## src/hdl/hds_pkg.sv

```systemverilog
// Shared types and constants for the hangar door sequencer.
package hds_pkg;

  typedef enum logic [2:0] {
    MODE_REST     = 3'd0,
    MODE_TAKE_OFF = 3'd1,
    MODE_OUT      = 3'd2,
    MODE_LANDING  = 3'd3,
    MODE_ALARM    = 3'd4
  } mode_t;

  typedef enum logic [2:0] {
    MSG_NONE     = 3'd0,
    MSG_INSIDE   = 3'd1,
    MSG_TAKE_OFF = 3'd2,
    MSG_OUT      = 3'd3,
    MSG_LANDING  = 3'd4,
    MSG_ALARM    = 3'd5,
    MSG_REST     = 3'd6
  } msg_t;

  localparam logic       FUNC_TICK  = 1'b0;
  localparam logic       FUNC_ALARM = 1'b1;

  localparam logic [1:0] CMD_NONE     = 2'd0;
  localparam logic [1:0] CMD_TAKE_OFF = 2'd1;
  localparam logic [1:0] CMD_LANDING  = 2'd2;
  localparam logic [1:0] CMD_OTHER    = 2'd3;

  localparam logic [1:0] REG_EXIT_DISTANCE  = 2'd0;
  localparam logic [1:0] REG_ENTER_DISTANCE = 2'd1;
  localparam logic [1:0] REG_EXIT_DWELL     = 2'd2;
  localparam logic [1:0] REG_ENTER_DWELL    = 2'd3;

  localparam logic [15:0] EXIT_DISTANCE_RST  = 16'd1000;
  localparam logic [15:0] ENTER_DISTANCE_RST = 16'd500;
  localparam logic [15:0] EXIT_DWELL_RST     = 16'd3000;
  localparam logic [15:0] ENTER_DWELL_RST    = 16'd3000;

  typedef struct packed {
    logic        func;
    logic [31:0] now_ms;
    logic [1:0]  command;
    logic [15:0] distance_mm;
    logic        motion_seen;
    logic        button_pressed;
    logic        pre_alarm;
  } in_item_t;

  typedef struct packed {
    logic [2:0] mode;
    logic       led_inside;
    logic       led_alarm;
    logic       door_open;
    logic [2:0] message;
    logic       is_alarm;
  } out_item_t;

  typedef struct packed {
    logic [15:0] exit_distance_mm;
    logic [15:0] enter_distance_mm;
    logic [15:0] exit_dwell_ms;
    logic [15:0] enter_dwell_ms;
  } cfg_t;

endpackage

```

## src/hdl/hds_regs.sv

```systemverilog
// Configuration register file: thresholds and dwell times.
module hds_regs (
  input  logic              clk,
  input  logic              rst,
  input  logic              wr_en,
  input  logic [1:0]        wr_index,
  input  logic [15:0]       wr_data,
  output hds_pkg::cfg_t     cfg
);

  hds_pkg::cfg_t regs;

  always_ff @(posedge clk) begin
    if (rst) begin
      regs.exit_distance_mm  <= hds_pkg::EXIT_DISTANCE_RST;
      regs.enter_distance_mm <= hds_pkg::ENTER_DISTANCE_RST;
      regs.exit_dwell_ms     <= hds_pkg::EXIT_DWELL_RST;
      regs.enter_dwell_ms    <= hds_pkg::ENTER_DWELL_RST;
    end else if (wr_en) begin
      case (wr_index)
        hds_pkg::REG_EXIT_DISTANCE:  regs.exit_distance_mm  <= wr_data;
        hds_pkg::REG_ENTER_DISTANCE: regs.enter_distance_mm <= wr_data;
        hds_pkg::REG_EXIT_DWELL:     regs.exit_dwell_ms     <= wr_data;
        hds_pkg::REG_ENTER_DWELL:    regs.enter_dwell_ms    <= wr_data;
        default: ;
      endcase
    end
  end

  assign cfg = regs;

endmodule

```

## src/hdl/hds_core.sv

```systemverilog
// Mode state machine, dwell timing and result formation for one item.
module hds_core (
  input  logic                  clk,
  input  logic                  rst,
  input  logic                  step,
  input  hds_pkg::in_item_t     item,
  input  hds_pkg::cfg_t         cfg,
  output hds_pkg::out_item_t    result
);

  hds_pkg::mode_t cur_mode, cur_mode_next;
  logic [31:0]    mode_start_ms, mode_start_ms_next;
  logic           inside_lamp, inside_lamp_next;
  logic           alarm_lamp, alarm_lamp_next;
  logic           door_state, door_state_next;
  hds_pkg::msg_t  msg;

  logic [31:0] elapsed;
  logic        beyond_exit, exit_done, below_enter, enter_done;
  logic        start_takeoff, start_landing;

  assign elapsed       = item.now_ms - mode_start_ms;
  assign beyond_exit   = item.distance_mm > cfg.exit_distance_mm;
  assign below_enter   = item.distance_mm < cfg.enter_distance_mm;
  assign exit_done     = beyond_exit && (elapsed > {16'd0, cfg.exit_dwell_ms});
  assign enter_done    = below_enter && (elapsed > {16'd0, cfg.enter_dwell_ms});
  assign start_takeoff = (item.command == hds_pkg::CMD_TAKE_OFF) && !item.pre_alarm;
  assign start_landing = (item.command == hds_pkg::CMD_LANDING) && !item.pre_alarm
                         && item.motion_seen;

  // next mode
  always_comb begin
    cur_mode_next = cur_mode;
    if (item.func == hds_pkg::FUNC_ALARM) begin
      cur_mode_next = hds_pkg::MODE_ALARM;
    end else begin
      case (cur_mode)
        hds_pkg::MODE_REST:     if (start_takeoff) cur_mode_next = hds_pkg::MODE_TAKE_OFF;
        hds_pkg::MODE_TAKE_OFF: if (exit_done) cur_mode_next = hds_pkg::MODE_OUT;
        hds_pkg::MODE_OUT:      if (start_landing) cur_mode_next = hds_pkg::MODE_LANDING;
        hds_pkg::MODE_LANDING:  if (enter_done) cur_mode_next = hds_pkg::MODE_REST;
        hds_pkg::MODE_ALARM:    if (item.button_pressed) cur_mode_next = hds_pkg::MODE_REST;
        default:                cur_mode_next = cur_mode;
      endcase
    end
  end

  // lamps, door, start time and message
  always_comb begin
    mode_start_ms_next = mode_start_ms;
    inside_lamp_next   = inside_lamp;
    alarm_lamp_next    = alarm_lamp;
    door_state_next    = door_state;
    msg                = hds_pkg::MSG_NONE;
    if (item.func == hds_pkg::FUNC_ALARM) begin
      if (cur_mode != hds_pkg::MODE_ALARM) begin
        inside_lamp_next = 1'b0;
        alarm_lamp_next  = 1'b1;
        door_state_next  = 1'b0;
        msg              = hds_pkg::MSG_ALARM;
      end
    end else begin
      case (cur_mode)
        hds_pkg::MODE_REST: begin
          if (start_takeoff) begin
            inside_lamp_next   = 1'b0;
            door_state_next    = 1'b1;
            mode_start_ms_next = item.now_ms;
            msg                = hds_pkg::MSG_TAKE_OFF;
          end
        end
        hds_pkg::MODE_TAKE_OFF: begin
          if (!beyond_exit) begin
            mode_start_ms_next = item.now_ms;
          end else if (exit_done) begin
            door_state_next = 1'b0;
            msg             = hds_pkg::MSG_OUT;
          end
        end
        hds_pkg::MODE_OUT: begin
          if (start_landing) begin
            door_state_next    = 1'b1;
            mode_start_ms_next = item.now_ms;
            msg                = hds_pkg::MSG_LANDING;
          end
        end
        hds_pkg::MODE_LANDING: begin
          if (!below_enter) begin
            mode_start_ms_next = item.now_ms;
          end else if (enter_done) begin
            door_state_next  = 1'b0;
            inside_lamp_next = 1'b1;
            msg              = hds_pkg::MSG_INSIDE;
          end
        end
        hds_pkg::MODE_ALARM: begin
          if (item.button_pressed) begin
            alarm_lamp_next  = 1'b0;
            inside_lamp_next = 1'b1;
            msg              = hds_pkg::MSG_REST;
          end
        end
        default: ;
      endcase
    end
  end

  always_ff @(posedge clk) begin
    if (rst) begin
      cur_mode      <= hds_pkg::MODE_REST;
      mode_start_ms <= 32'd0;
      inside_lamp   <= 1'b1;
      alarm_lamp    <= 1'b0;
      door_state    <= 1'b0;
    end else if (step) begin
      cur_mode      <= cur_mode_next;
      mode_start_ms <= mode_start_ms_next;
      inside_lamp   <= inside_lamp_next;
      alarm_lamp    <= alarm_lamp_next;
      door_state    <= door_state_next;
    end
  end

  assign result.mode       = cur_mode_next;
  assign result.led_inside = inside_lamp_next;
  assign result.led_alarm  = alarm_lamp_next;
  assign result.door_open  = door_state_next;
  assign result.message    = msg;
  assign result.is_alarm   = (cur_mode_next == hds_pkg::MODE_ALARM);

endmodule

```

## src/hdl/hangar_door_sequencer.sv

```systemverilog
// Hangar door sequencer top level: input register, sequencer core, result register.
// Takes one item per clock while the result side does not stall, and returns one result
// for each, held first in the input register and then in the result register. The mode
// state updates as an item leaves the input register, so the following item sees it
// at once. in_stall rises only while both the input and the result register hold
// data and the result is stalled. Configuration writes are always ready and take
// effect on the next cycle; write only while no item is in flight.
module hangar_door_sequencer (
  input  logic                 clk,
  input  logic                 rst,
  input  logic                 in_valid,
  output logic                 in_stall,
  input  hds_pkg::in_item_t    in_data,
  output logic                 out_valid,
  input  logic                 out_stall,
  output hds_pkg::out_item_t   out_data,
  input  logic                 cfg_valid,
  output logic                 cfg_ready,
  input  logic [1:0]           cfg_index,
  input  logic [15:0]          cfg_data
);

  hds_pkg::cfg_t      cfg;
  hds_pkg::in_item_t  item;
  hds_pkg::out_item_t result;
  logic               item_valid;
  logic               advance, step, accept;

  assign cfg_ready = 1'b1;
  assign advance   = !out_valid || !out_stall;
  assign step      = item_valid && advance;
  assign in_stall  = item_valid && !advance;
  assign accept    = in_valid && !in_stall;

  hds_regs u_regs (
    .clk      (clk),
    .rst      (rst),
    .wr_en    (cfg_valid && cfg_ready),
    .wr_index (cfg_index),
    .wr_data  (cfg_data),
    .cfg      (cfg)
  );

  hds_core u_core (
    .clk    (clk),
    .rst    (rst),
    .step   (step),
    .item   (item),
    .cfg    (cfg),
    .result (result)
  );

  always_ff @(posedge clk) begin
    if (rst) begin
      item_valid <= 1'b0;
    end else if (accept) begin
      item_valid <= 1'b1;
    end else if (advance) begin
      item_valid <= 1'b0;
    end
  end

  always_ff @(posedge clk) begin
    if (accept) begin
      item <= in_data;
    end
  end

  always_ff @(posedge clk) begin
    if (rst) begin
      out_valid <= 1'b0;
    end else if (advance) begin
      out_valid <= item_valid;
    end
  end

  always_ff @(posedge clk) begin
    if (step) begin
      out_data <= result;
    end
  end

`ifndef SYNTHESIS
  a_alarm_flag: assert property (@(posedge clk) disable iff (rst)
    out_valid |-> (out_data.is_alarm == (out_data.mode == hds_pkg::MODE_ALARM)))
    else $error("is_alarm does not match mode");

  a_alarm_lamp: assert property (@(posedge clk) disable iff (rst)
    out_valid |-> (out_data.led_alarm == out_data.is_alarm))
    else $error("alarm lamp outside alarm mode");

  a_door_mode: assert property (@(posedge clk) disable iff (rst)
    (out_valid && out_data.door_open) |->
      (out_data.mode == hds_pkg::MODE_TAKE_OFF || out_data.mode == hds_pkg::MODE_LANDING))
    else $error("door open outside take-off or landing");

  a_reset_empty: assert property (@(posedge clk)
    rst |=> (!out_valid && !in_stall))
    else $error("pipeline not empty after reset");
`endif

endmodule

```

## config.mk

```make
export PLATFORM = sky130hd
export DESIGN_NAME = hangar_door_sequencer
export DESIGN_NICKNAME = d
export VERILOG_FILES = /design/src/hdl/hds_pkg.sv /design/src/hdl/hds_regs.sv /design/src/hdl/hds_core.sv /design/src/hdl/hangar_door_sequencer.sv
export SDC_FILE = /design/constraint.sdc
export NUM_CORES = 1
export LEC_CHECK = 0
export ABC_AREA = 1
export BUFFER_PORTS_ARGS = -buffer_cell sky130_fd_sc_hd__buf_2
export CAP_MARGIN = 10
export CORE_MARGIN = 8
export CORE_UTILIZATION = 40
export CTS_BUF_LIST = sky130_fd_sc_hd__clkbuf_8
export DETAILED_ROUTE_END_ITERATION = 12
export HOLD_SLACK_MARGIN = 0.02
export REMOVE_ABC_BUFFERS = 1
export SYNTH_ARGS = -nofsm -noshare
export SYNTH_HDL_FRONTEND = slang
export SYNTH_HIERARCHICAL = 1
export SYNTH_SLANG_ARGS = --single-unit
```

## constraint.sdc

```tcl
create_clock -name clk -period 3.5 [get_ports clk]
set_input_delay 0.35 -clock clk [delete_from_list [all_inputs] [get_ports clk]]
set_output_delay 0.35 -clock clk [all_outputs]
set_load 0.01 [all_outputs]
```

# [Word-level counts from Yosys, hierarchy flattened]
# Cells that the tools add are included.
[classes] muxes=44 bitwise=1 order_cmp=4 reduce_logical=23 n_addsub=1 n_eq_ne=15
[op_table] operator="$mux W32" count=4
[op_table] operator="$pmux W32 S4" count=1
[op_table] operator="$gt A32 B16 Y1" count=2
[op_table] operator="$mux W3" count=12
[op_table] operator="$sub A32 B32 Y32" count=1
[op_table] operator="$pmux W3 S5" count=2
[op_table] operator="$mux W1" count=21
[op_table] operator="$gt A16 B16 Y1" count=1
[op_table] operator="$lt A16 B16 Y1" count=1
[op_table] operator="$logic_and A1 B1 Y1" count=8
[op_table] operator="$reduce_and A2 Y1" count=4
[op_table] operator="$reduce_and A7 Y1" count=1
[op_table] operator="$eq A2 B2 Y1 const B" count=3
[op_table] operator="$eq A3 B2 Y1 const B" count=2
[op_table] operator="$eq A3 B3 Y1 const B" count=2
[op_table] operator="$logic_not A1 Y1" count=5
[op_table] operator="$eq A2 B1 Y1 const B" count=2
[op_table] operator="$mux W2" count=2
[op_table] operator="$ne A2 B1 Y1 const B" count=2
[op_table] operator="$ne A2 B2 Y1 const B" count=2
[op_table] operator="$pmux W1 S4" count=1
[op_table] operator="$reduce_bool A4 Y1" count=1
[op_table] operator="$eq A3 B1 Y1 const B" count=1
[op_table] operator="$logic_not A3 Y1" count=1
[op_table] operator="other kinds (6)" count=6
[totals] inputBits=77 output_inout_bits=13 elab_cells=112 regBits=168

# [Longest topological paths before layout]
# Gate-level depths: netlist of the first run.
[logic_depth] ltp_word=7 mapped_depth=26 mapped_depth_nobuf=26

# [By module]
# The synthesis of the first run kept the hierarchy.
[modules_own_cells] module="hds_core" seq_area_each_um2=760.7 cells_per_inst=1032 n_inst=1 area_per_inst_um2=5903.2
[modules_own_cells] module="hds_regs" seq_area_each_um2=1281.2 cells_per_inst=363 n_inst=1 area_per_inst_um2=2616.3
[modules_own_cells] module="hangar_door_sequencer" seq_area_each_um2=1961.9 cells_per_inst=78 n_inst=1 area_per_inst_um2=2024.4

# [Worst setup path before layout of the first run]
# Ideal clock, no wire load.
[synth_timing] kind="reg-to-reg" startpoint="register, netlist name item[21]" endpoint="register out_data[6] in the netlist's numbering, data pin" path_stages_with_launch=24 arrival_time_ps=2774 synth_period_minus_slack_ps=3025 t_required_ps=3249 setup_slack_ps=475 path_buffers=1 setup_time_ps=251 path_cell_list="edfxtp_1 inv_1 ha_1 fa_1 inv_1 nand3_1 nand3_1 nand3_1 nand2_1 nand2_1 nand2_1 xor2_1 ha_1 nand3_1 nor3_1 nand2_1 o2111ai_1 nand2_1 nand3_1 nand2_1 nand3_1 nand2_1 nand2_1 buf_4"
[synth_via] elab_chain_len=7
[synth_lines] element="$sub A32 B32 Y32" line="hds_core.sv:22" text="assign elapsed = item.now_ms - mode_start_ms;"
[synth_lines] element="$gt A32 B16 Y1" line="hds_core.sv:26" text="assign enter_done = below_enter && (elapsed > {16'd0, cfg.enter_dwell_ms});"
[synth_lines] element="$logic_and A1 B1 Y1" line="hds_core.sv:26"
[synth_lines] element="$mux W1" line="hds_core.sv:90" text="end else if (enter_done) begin"
[synth_lines] element="$mux W1" line="hds_core.sv:88" text="if (!below_enter) begin"
[synth_lines] element="$pmux W1 S3" line="hds_core.sv:63" text="case (cur_mode)"
[synth_lines] element="$mux W1" line="hds_core.sv:55" text="if (item.func == hds_pkg::FUNC_ALARM) begin"
[synth_lines] element="named net u_core.inside_lamp_next" line="hds_core.sv:13" text="logic inside_lamp, inside_lamp_next;"
[synth_lines] element="to (signal assigned)" line="hangar_door_sequencer.sv:79" text="out_data <= result;"
[synth_lines] element="to (decl)" line="hangar_door_sequencer.sv:16" text="output hds_pkg::out_item_t out_data,"
# The timed path passes the listed nets, and every way through them passes these cells.
# A chain may end at the register's enable or synchronous reset.

==> results_dict.tcl, run 1 <==
set metrics [dict create \
    status "complete, no violations" \
    timing.hold.ws_ps 55.7 \
    overflow 0 \
    critPathKind "register to register" \
    post_drt_wl_per_cell_um 13.0 \
    max-cap-violations 0 \
    numPortBuffers 88 \
    finalCritPeriodShare 0.945 \
    slew_viol_final 0 \
    clk_latency_ps 470 \
    fp.dieW_um 178 \
    dpl_cell_area_sq_mm 0.0112 \
    antenna_found_initial 1 \
    seq_area_frac_synth 0.380 \
    dr.pass1.iters 5 \
    p_leak_nw 6.18 \
    yosys.area.top_type "dfxtp_1" \
    synth_top_flop_cell "dfxtp_1" \
    powerDensity_mw_per_mm2 393 \
    die_h_um 178 \
    hold_class "input pin to register" \
    cp-start-kind "register" \
    synth_top_area_frac 0.197 \
    synth.area.top_cells "dfxtp_1, edfxtp_1, nand2_1" \
    end_kind "register" \
    nets 1745 \
    vias 8966 \
    final.min_clock_period_ps 3310 \
    syn_area_sq_mm 0.0105 \
    multi_input_area_sq_mm 0.00548 \
    tritoncts "done" \
    grt_first_pass_wirelength_um 41100 \
    cp_max_fo 4 \
    coreArea_sq_mm 0.0260 \
    synth-edff-count 64 \
    fillers 2672 \
    finalInstanceArea_sq_mm 0.0121 \
    antennaDiodeCount 0 \
    area_delta_synth_final_pct 15.1 \
    grt_pass1_vias 8398 \
    critPathRequiredTime_ps 3730 \
    cts.path.max_buffers 2 \
    finalSetupViolCount 0 \
    tightest_slew_ps 1140 \
    fmax_mhz 302 \
    synth.avg_cell_area_sq_um 7.16 \
    synth_cells 1473 \
    dp_hpwl_um 19100 \
    grt_max_degree 65 \
    numCtsBuffers 17 \
    rows 59 \
    hold_violations 0 \
    clock_sinks 168 \
    antenna_left 0 \
    die-area_sq_mm 0.0318 \
    crit_arrival_ps 3540 \
    fin_skew_ps 16.8 \
    yosysMostFrequentCell "nand2_1" \
    route.detailed.drc 0 \
    cts.clk_slew.worst_paths_ps 100 \
    cts_root_buf "clkbuf_8" \
    synthArstFlopShare 0 \
    ys.warnings.count 6 \
    drive_gt1_frac 0.139 \
    seq_area_sq_mm 0.00400 \
    synth.distinct_cells 45 \
    start_util 0.406 \
    grtUsageTotal 0.159 \
    irDropWorstVdd_mv 0.206 \
    gp_congestion 0.883 \
    yosys_register_bits 168 \
    vias_per_cell 4.67 \
    timing.slew.headroom 0.239 \
    drtIter0Drc 604 \
    synthTopCellsByCount "nand2_1, inv_1, nor2_1" \
    wirelength_um 25000 \
    h-tree-depth 4 \
    io-pin-count 90 \
]
[report_power, final]
part,internal (mW),switching (mW)
clock network,0.546,0.875
registers,2.14,0.0553
logic,0.439,0.711
total,3.13,1.64
[through the flow]
stage / utilization / setup TNS [ps] / power [mW] / setup slack (ps) / instances
floorplan: - / 0 / 2.99 / 227 / 1439
global placement: 0.433 / 0 / 3.29 / 109 / 1868
detailed placement: 0.433 / -5.99 / 3.31 / -4.09 / 1868
CTS: 0.455 / 0 / 4.77 / 9.92 / 1916
global route: 0.467 / -81.4 / 5.08 / -32.3 / 1921
finish: 0.467 / 0 / 4.77 / 192 / 1921
[worst paths after layout]
kind | cells after the start | slack [ps] | start | endpoint
worst min register to register | 2 | 460 | u_core/mode_start_ms[0]$_SDFFE_PP0P_ | u_core/mode_start_ms[0]$_SDFFE_PP0P_
worst max-delay path | 23 | 190 | item[21]$_DFFE_PP_ | out_data[7]$_DFFE_PP_
worst max register to register | 23 | 190 | item[21]$_DFFE_PP_ | out_data[7]$_DFFE_PP_
worst min-delay path | 1 | 60 | in_data[51] | item[51]$_DFFE_PP_
[cells in the final DEF (no fill, tap or decap), drive strengths merged, types with 52 or more instances in the layout]
cell type,synthesis,layout
ha,94,94
nand2,415,415
o21ai,52,52
dfxtp,104,104
edfxtp,64,64
nor2,142,142
inv,303,309
buf,23,98
nand3,92,92
a21oi,91,91
[kinds of logic after synthesis]
family | count (synthesis) | synth area share
compound gates | 158 | 0.0794
simple gates | 699 | 0.287
other cells | 1 | 0.000356
buf+inv | 337 | 0.127
xor+xnor | 15 | 0.0125
fa+ha+maj | 95 | 0.113
flops | 168 | 0.380
[timing repair]
item	4_1_cts	5_1_grt
gates cloned	0	0
setup buffers	0	4
hold endpoints to repair	16	1
endpoints found under the setup margin	3	11
resized for setup	3	46
hold buffers	16	1
pin swaps	0	12
[state kept, by name, indices dropped and copies added (netlist names)]
name                  flops
item                     54
item_valid                1
out_data                 10
out_valid                 1
u_core/alarm_lamp         1
u_core/cur_mode           3
u_core/door_state         1
u_core/inside_lamp        1
u_core/mode_start_ms     32
u_regs/cfg               64
[area by class of cell]
class	count	share of cell area
Sequential cell	168	0.330
Inverter	303	0.0937
Multi-Input combinational cell	968	0.451
Clock buffer	17	0.0193
Tap cell	335	0.0345
Timing Repair Buffer	115	0.0565
Clock inverter	15	0.0146
[layer usage]
metal | track usage | vias to the layer above | share of wire
met5 | 0 | - | 0.00048
met4 | 0.0310 | 2 | 0.0067
met1 | 0.219 | 3984 | 0.50
met2 | 0.256 | 157 | 0.45
met3 | 0.0296 | 12 | 0.044
li1 | - | 4811 | -
[worst max-delay path, cell delays in order, from the launching register on]
cell	delay, ps
edfxtp_1	360
inv_1	50
ha_2	200
fa_2	400
inv_2	80
nand3_1	80
nand3_2	100
nand3_1	90
nand2_2	120
nand2_1	70
nand2_2	90
xor2_2	80
ha_1	300
nand3_2	90
nor3_2	190
nand2_1	90
o2111ai_1	80
nand2_1	130
nand3_2	110
nand2_1	70
nand2_2	90
nand3_2	70
nand2_2	80
inv_2	40
No activity file was read; power rests on OpenSTA's default activity.
==> inputs of run 2 (changes only) <==
--- a/config.mk
+++ b/config.mk
@@ -9,10 +9,11 @@
 export BUFFER_PORTS_ARGS = -buffer_cell sky130_fd_sc_hd__buf_2
 export CAP_MARGIN = 10
 export CORE_MARGIN = 8
-export CORE_UTILIZATION = 40
+export CORE_UTILIZATION = 25
 export CTS_BUF_LIST = sky130_fd_sc_hd__clkbuf_8
 export DETAILED_ROUTE_END_ITERATION = 12
 export HOLD_SLACK_MARGIN = 0.02
+export RECOVER_POWER = 25
 export REMOVE_ABC_BUFFERS = 1
 export SYNTH_ARGS = -nofsm -noshare
 export SYNTH_HDL_FRONTEND = slang
==> results_dict.tcl, run 2 (synthesis gave the netlist of run 1 again) <==
set metrics [dict create \
    slowest_delay_ps 400 \
    h-tree-depth 4 \
    stdcell_count 2156 \
    antenna_left 0 \
    cts.clk_slew.worst_paths_ps 100 \
    final_cell_mix "nand2_1, inv_1, nor2_1" \
    critPathTopFamily "simple AND/OR/NAND/NOR gates" \
    worst-path-buf-inv 3 \
    critPathKind "register to register" \
    hold_class "input pin to register" \
    overflow 0 \
    reg2reg_depth 23 \
    finalInstanceArea_sq_mm 0.0126 \
    critPathRequiredTime_ps 3750 \
    area_delta_synth_final_pct 19.9 \
    nets 1775 \
    dr.pass1.iters 5 \
    r2r-start "item[21]$_DFFE_PP_" \
    start_util 0.252 \
    timing.rr.end "out_data[0]$_DFFE_PP_" \
    final_common_cell "nand2_1" \
    rows 75 \
    vias_per_cell 4.36 \
    p_seq_frac 0.451 \
    grt_pass1_vias 9022 \
    tightest_slew_ps 1120 \
    fp.dieW_um 221 \
    cts.path.max_buffers 2 \
    cp-start-kind "register" \
    crit_arrival_ps 3540 \
    max-cap-violations 0 \
    clk_latency_ps 490 \
    tritoncts "done" \
    critPathLaunch "item[21]$_DFFE_PP_" \
    fillers 4458 \
    wirelength_um 27700 \
    timing.slew.headroom 0.253 \
    drtIter0Drc 487 \
    irDropWorstVdd_mv 0.227 \
    grtUsageTotal 0.113 \
    slew_viol_final 0 \
    clkPwrFrac 0.299 \
    internal-power_mw 3.26 \
    place_inst 2074 \
    switching_share 0.330 \
    numCtsBuffers 17 \
    pwr-share-comb 0.249 \
    min_path_cells 1 \
    dpl_cell_area_sq_mm 0.0115 \
    gp_congestion 0.879 \
    clock_sinks 168 \
    cp_max_fo 3 \
    antenna_found_initial 2 \
    powerDensity_mw_per_mm2 385 \
    drive_gt1_frac 0.130 \
    vias 9396 \
    io-pin-count 90 \
    worstPathCellList "inv_1 > ha_2 > fa_2 > inv_2 > nand3_2 > nand3_2 > nand3_2 > nand2_2 > nand2_2 > nand2_2 > xor2_2 > ha_1 > nand3_4 > buf_4 > o2111ai_2 > nand2_1 > nand3_2 > nand2_1 > nand2_2 > nand3_2 > nand2_2 > nand2_1 > nor2_2" \
    dp_hpwl_um 21400 \
    route.detailed.drc 0 \
    fin_skew_ps 20.5 \
    p_leak_nw 6.26 \
    cpMaxStageDelayCell "fa_2" \
    final.min_clock_period_ps 3290 \
    hold_violations 0 \
    grt_max_degree 65 \
    coreArea_sq_mm 0.0418 \
    post_drt_wl_per_cell_um 12.8 \
    status "complete, no violations" \
    grt_first_pass_wirelength_um 45400 \
    finalCritPeriodShare 0.939 \
    cts_root_buf "clkbuf_8" \
    numPortBuffers 88 \
    die_h_um 221 \
    largest_register_ffs 64 \
    switching_power_mw 1.61 \
    end_kind "register" \
    r2r_slack_ps 210 \
    worstHoldStart "in_data[31]" \
    rsz0062_at_grt "true" \
    fmax_mhz 304 \
    min_to "item[31]$_DFFE_PP_" \
    die-area_sq_mm 0.0490 \
    finalSetupViolCount 0 \
]
## run 2: changes by cell type in the layout (fill, tap and decap cells not counted), sizes merged
cell         previous run  this run
dlygate4sd3            17        39
clkbuf                 17        37
buf                    98        86
clkinv                  8         4
inv                   309       312
bufinv                  0         2
clkinvlp                1         0
diode                   0         1
## run 2: timing repair
action | 4_1_cts | 5_1_grt
pin swaps | 0 | 18
resized for setup | 4 | 55
buffers inserted | 0 | 10
endpoints found under the setup margin | 6 | 11
hold endpoints to repair | 39 | 0
hold buffers | 39 | 0
## run 2: area by class of cell
cell class                 instances  area (sq um)  share of cell area
sequential                       168          4000               0.317
timing repair buffer             145           938              0.0742
tap                              539           674              0.0534
multi-input combinational        968          5490               0.434
antenna                            1          2.50            0.000198
clock inverter                    15           163              0.0129
inverter                         303          1140              0.0900
clock buffer                      17           234              0.0185
## run 2: power groups by stage
| stage | Clock, mW | Combinational, mW | Sequential (mW) |
|---|---|---|---|
| final | 1.46 | 1.21 | 2.20 |
| after global routing | 1.60 | 1.39 | 2.21 |
| after CTS | 1.53 | 1.14 | 2.19 |
| after detailed placement | 0 | 1.09 | 2.24 |
| after global placement | 0 | 1.07 | 2.24 |
| after floorplan | 0 | 0.762 | 2.23 |
## run 2: worst max path at each step
stage                                            to  slack (ps)  cells past startpoint
2_1_floorplan  u_core/mode_start_ms[0]$_SDFFE_PP0P_         230                      7
3_5_place_dp                  out_data[0]$_DFFE_PP_         -70                     24
3_3_place_gp                  out_data[0]$_DFFE_PP_          20                     24
5_1_grt                       out_data[0]$_DFFE_PP_         -60                     24
6_report                      out_data[0]$_DFFE_PP_         210                     23
4_1_cts                       out_data[0]$_DFFE_PP_           2                     24
## run 2: routing by layer
layer,up-vias,wire [um],GRT usage
li1,4860,-,-
met4,4,555,0.0458
met3,33,1070,0.0196
met2,175,13100,0.191
met5,-,27,0
met1,4324,13000,0.141
## run 2: stage by stage
step	setup slack, ps	TNS [ps]	power [mW]	utilization	hold slack [ps]
finish	214	0	4.87	0.303	93.3
global route	-64.1	-131	5.20	0.303	65.7
CTS	2.21	0	4.86	0.295	20.5
detailed placement	-65.4	-132	3.33	0.276	442
global placement	21.9	0	3.30	0.276	439
floorplan	227	0	2.99	-	412
## run 2: worst register-to-register path, stage by stage (launching register included)
cell and delay [ps]:
edfxtp_1 360, inv_1 50, ha_2 190, fa_2 400
inv_2 90, nand3_2 60, nand3_2 110, nand3_2 80
nand2_2 110, nand2_2 60, nand2_2 100, xor2_2 190
ha_1 290, nand3_4 90, buf_4 110, o2111ai_2 110
nand2_1 110, nand3_2 100, nand2_1 90, nand2_2 70
nand3_2 80, nand2_2 60, nand2_1 70, nor2_2 50
==> inputs of run 3 (changes only) <==
--- a/config.mk
+++ b/config.mk
@@ -10,7 +10,7 @@
 export CAP_MARGIN = 10
 export CORE_MARGIN = 8
 export CORE_UTILIZATION = 25
-export CTS_BUF_LIST = sky130_fd_sc_hd__clkbuf_8
+export CTS_BUF_LIST = sky130_fd_sc_hd__clkbuf_4
 export DETAILED_ROUTE_END_ITERATION = 12
 export HOLD_SLACK_MARGIN = 0.02
 export RECOVER_POWER = 25
==> results_dict.tcl, run 3 (synthesis gave the netlist of run 1 again) <==
set metrics [dict create \
    final.min_clock_period_ps 3300 \
    cp_max_fo 5 \
    grt_pass1_vias 9147 \
    m1WireLength_um 13100 \
    cts.path.max_buffers 2 \
    cp-start-kind "register" \
    crit_arrival_ps 3700 \
    fillers 4447 \
    antenna_left 0 \
    grt_first_pass_wirelength_um 45700 \
    clk_latency_ps 630 \
    tritoncts "done" \
    critPathTopFamily "simple AND/OR/NAND/NOR gates" \
    post_drt_wl_per_cell_um 12.7 \
    die-area_sq_mm 0.0490 \
    crit_top_cell "nand2_1" \
    rows 75 \
    gp_congestion 0.879 \
    vias_per_cell 4.32 \
    grtUsageTotal 0.114 \
    slowest_delay_ps 450 \
    final.setup.worst_slack_ps 195 \
    tightest_slew_ps 2010 \
    finalInstanceArea_sq_mm 0.0129 \
    multi_input_area_sq_mm 0.00549 \
    drive_gt1_frac 0.129 \
    h-tree-depth 4 \
    final_cell_mix "nand2_1, inv_1, nor2_1" \
    cts_root_buf "clkbuf_4" \
    place_inst 2074 \
    grt_max_degree 65 \
    critPathKind "register to register" \
    irDropWorstVdd_mv 0.183 \
    numPortBuffers 88 \
    timing.slew.headroom -0.339 \
    cts.clk_slew.worst_paths_ps 150 \
    io-pin-count 90 \
    numCtsBuffers 17 \
    hold_class "input pin to register" \
    coreArea_sq_mm 0.0418 \
    area_delta_synth_final_pct 22.3 \
    pre_cts_slack_ps -65.4 \
    final_common_cell "nand2_1" \
    finalCritPeriodShare 0.944 \
    worst-path-buf-inv 3 \
    overflow 0 \
    rsz0062_at_grt "true" \
    powerDensity_mw_per_mm2 362 \
    wirelength_um 27900 \
    wl_met3_um 1010 \
    drtIter0Drc 466 \
    slew_viol_final 65 \
    end_kind "register" \
    cpMaxStageDelayCell "edfxtp_1" \
    status "finished, violations left" \
    critPathRequiredTime_ps 3890 \
    hold_violations 0 \
    die_h_um 221 \
    antenna_found_initial 1 \
    worstPathCellList "ha_2 > nand2_1 > inv_1 > nand2_1 > nand2_1 > nand2_1 > nand3_2 > xor2_2 > buf_4 > ha_1 > a21oi_1 > o21ai_0 > nand4_1 > nand4_1 > nand2_1 > nand3_1 > nand2_1 > nand2_1 > nand3_2 > nand2_2 > inv_2 > nor2_2" \
    finalSetupViolCount 0 \
    finalPower_mw 4.67 \
    nets 1811 \
    dp_hpwl_um 21400 \
    vias 9476 \
    route.detailed.drc 0 \
    stdcell_count 2192 \
    max-cap-violations 1 \
    fmax_mhz 303 \
    largest_register_ffs 64 \
    wl_met2_um 13200 \
    seq_area_sq_mm 0.00400 \
    start_util 0.252 \
    dr.pass1.iters 5 \
    dpl_cell_area_sq_mm 0.0115 \
    violations "capacitance limit, slew limit" \
    fp.dieW_um 221 \
    topRoutingLayerUsed "met4" \
    fin_skew_ps 32.9 \
    p_leak_nw 6.37 \
    clock_sinks 168 \
]
==> run 3: changes by cell type in the layout (fill, tap and decap cells not counted), moves of 2 or more <==
cell	previous run	this run
clkbuf_4	0	18
buf_4	17	19
clkbuf_8	17	0
dlygate4sd3_1	39	74
nand3_2	9	7
==> run 3: path summary, 6_finish.rpt <==
path / startpoint / to / slack [ps] / cells after the start
max: item[24]$_DFFE_PP_ / out_data[0]$_DFFE_PP_ / 200 / 22
min: cfg_index[1] / u_regs/cfg[21]$_SDFFE_PP1P_ / 190 / 3
max reg2reg: item[24]$_DFFE_PP_ / out_data[0]$_DFFE_PP_ / 200 / 22
min reg2reg: u_core/mode_start_ms[15]$_SDFFE_PP0P_ / u_core/mode_start_ms[15]$_SDFFE_PP0P_ / 470 / 2
==> run 3: layout make-up <==
| type | instances | area share |
|---|---|---|
| timing repair buffer | 181 | 0.101 |
| tap | 539 | 0.0523 |
| antenna | 1 | 0.000194 |
| multi-input combinational | 968 | 0.425 |
| clock inverter | 14 | 0.0123 |
| sequential | 168 | 0.310 |
| inverter | 303 | 0.0882 |
| clock buffer | 18 | 0.0105 |
==> run 3: worst reg2reg max path, delay by kind of cell (launching register included) <==
kind | cells | cell delay, ps
XOR/XNOR | 1 | 220
adder cells (fa/ha/maj) | 2 | 640
AO/OA/AOI/OAI | 2 | 260
AND/OR/NAND/NOR | 14 | 1260
flip-flops | 1 | 450
buffers and inverters | 3 | 270
==> run 3: power breakdown <==
group          switching [mW]  total (mW)  internal, mW
clock                   0.768        1.22         0.452
combinational           0.752        1.25         0.496
sequential             0.0547        2.20          2.14
total                    1.57        4.67          3.09
==> run 3: routing by layer <==
layer | global-route usage | vias to the layer above
li1 | - | 4941
met1 | 0.141 | 4361
met2 | 0.195 | 144
met3 | 0.0200 | 30
met4 | 0.0426 | 0
met5 | 0 | -
==> run 3: stage by stage <==
step | TNS (ps) | util | hold slack [ps]
final | 0 | 0.309 | 188
after floorplan | 0 | - | 412
after CTS | 0 | 0.301 | 21.0
after detailed placement | -132 | 0.276 | 442
after global routing | -150 | 0.309 | 159
after global placement | 0 | 0.276 | 439
==> run 3: timing repair <==
action                                 4_1_cts  5_1_grt
hold buffers                                74        0
pin swaps                                    0       19
endpoints found under the hold margin      117        0
setup endpoints to repair                    7       11
setup buffers                                0       11
gates resized for setup                      5       55
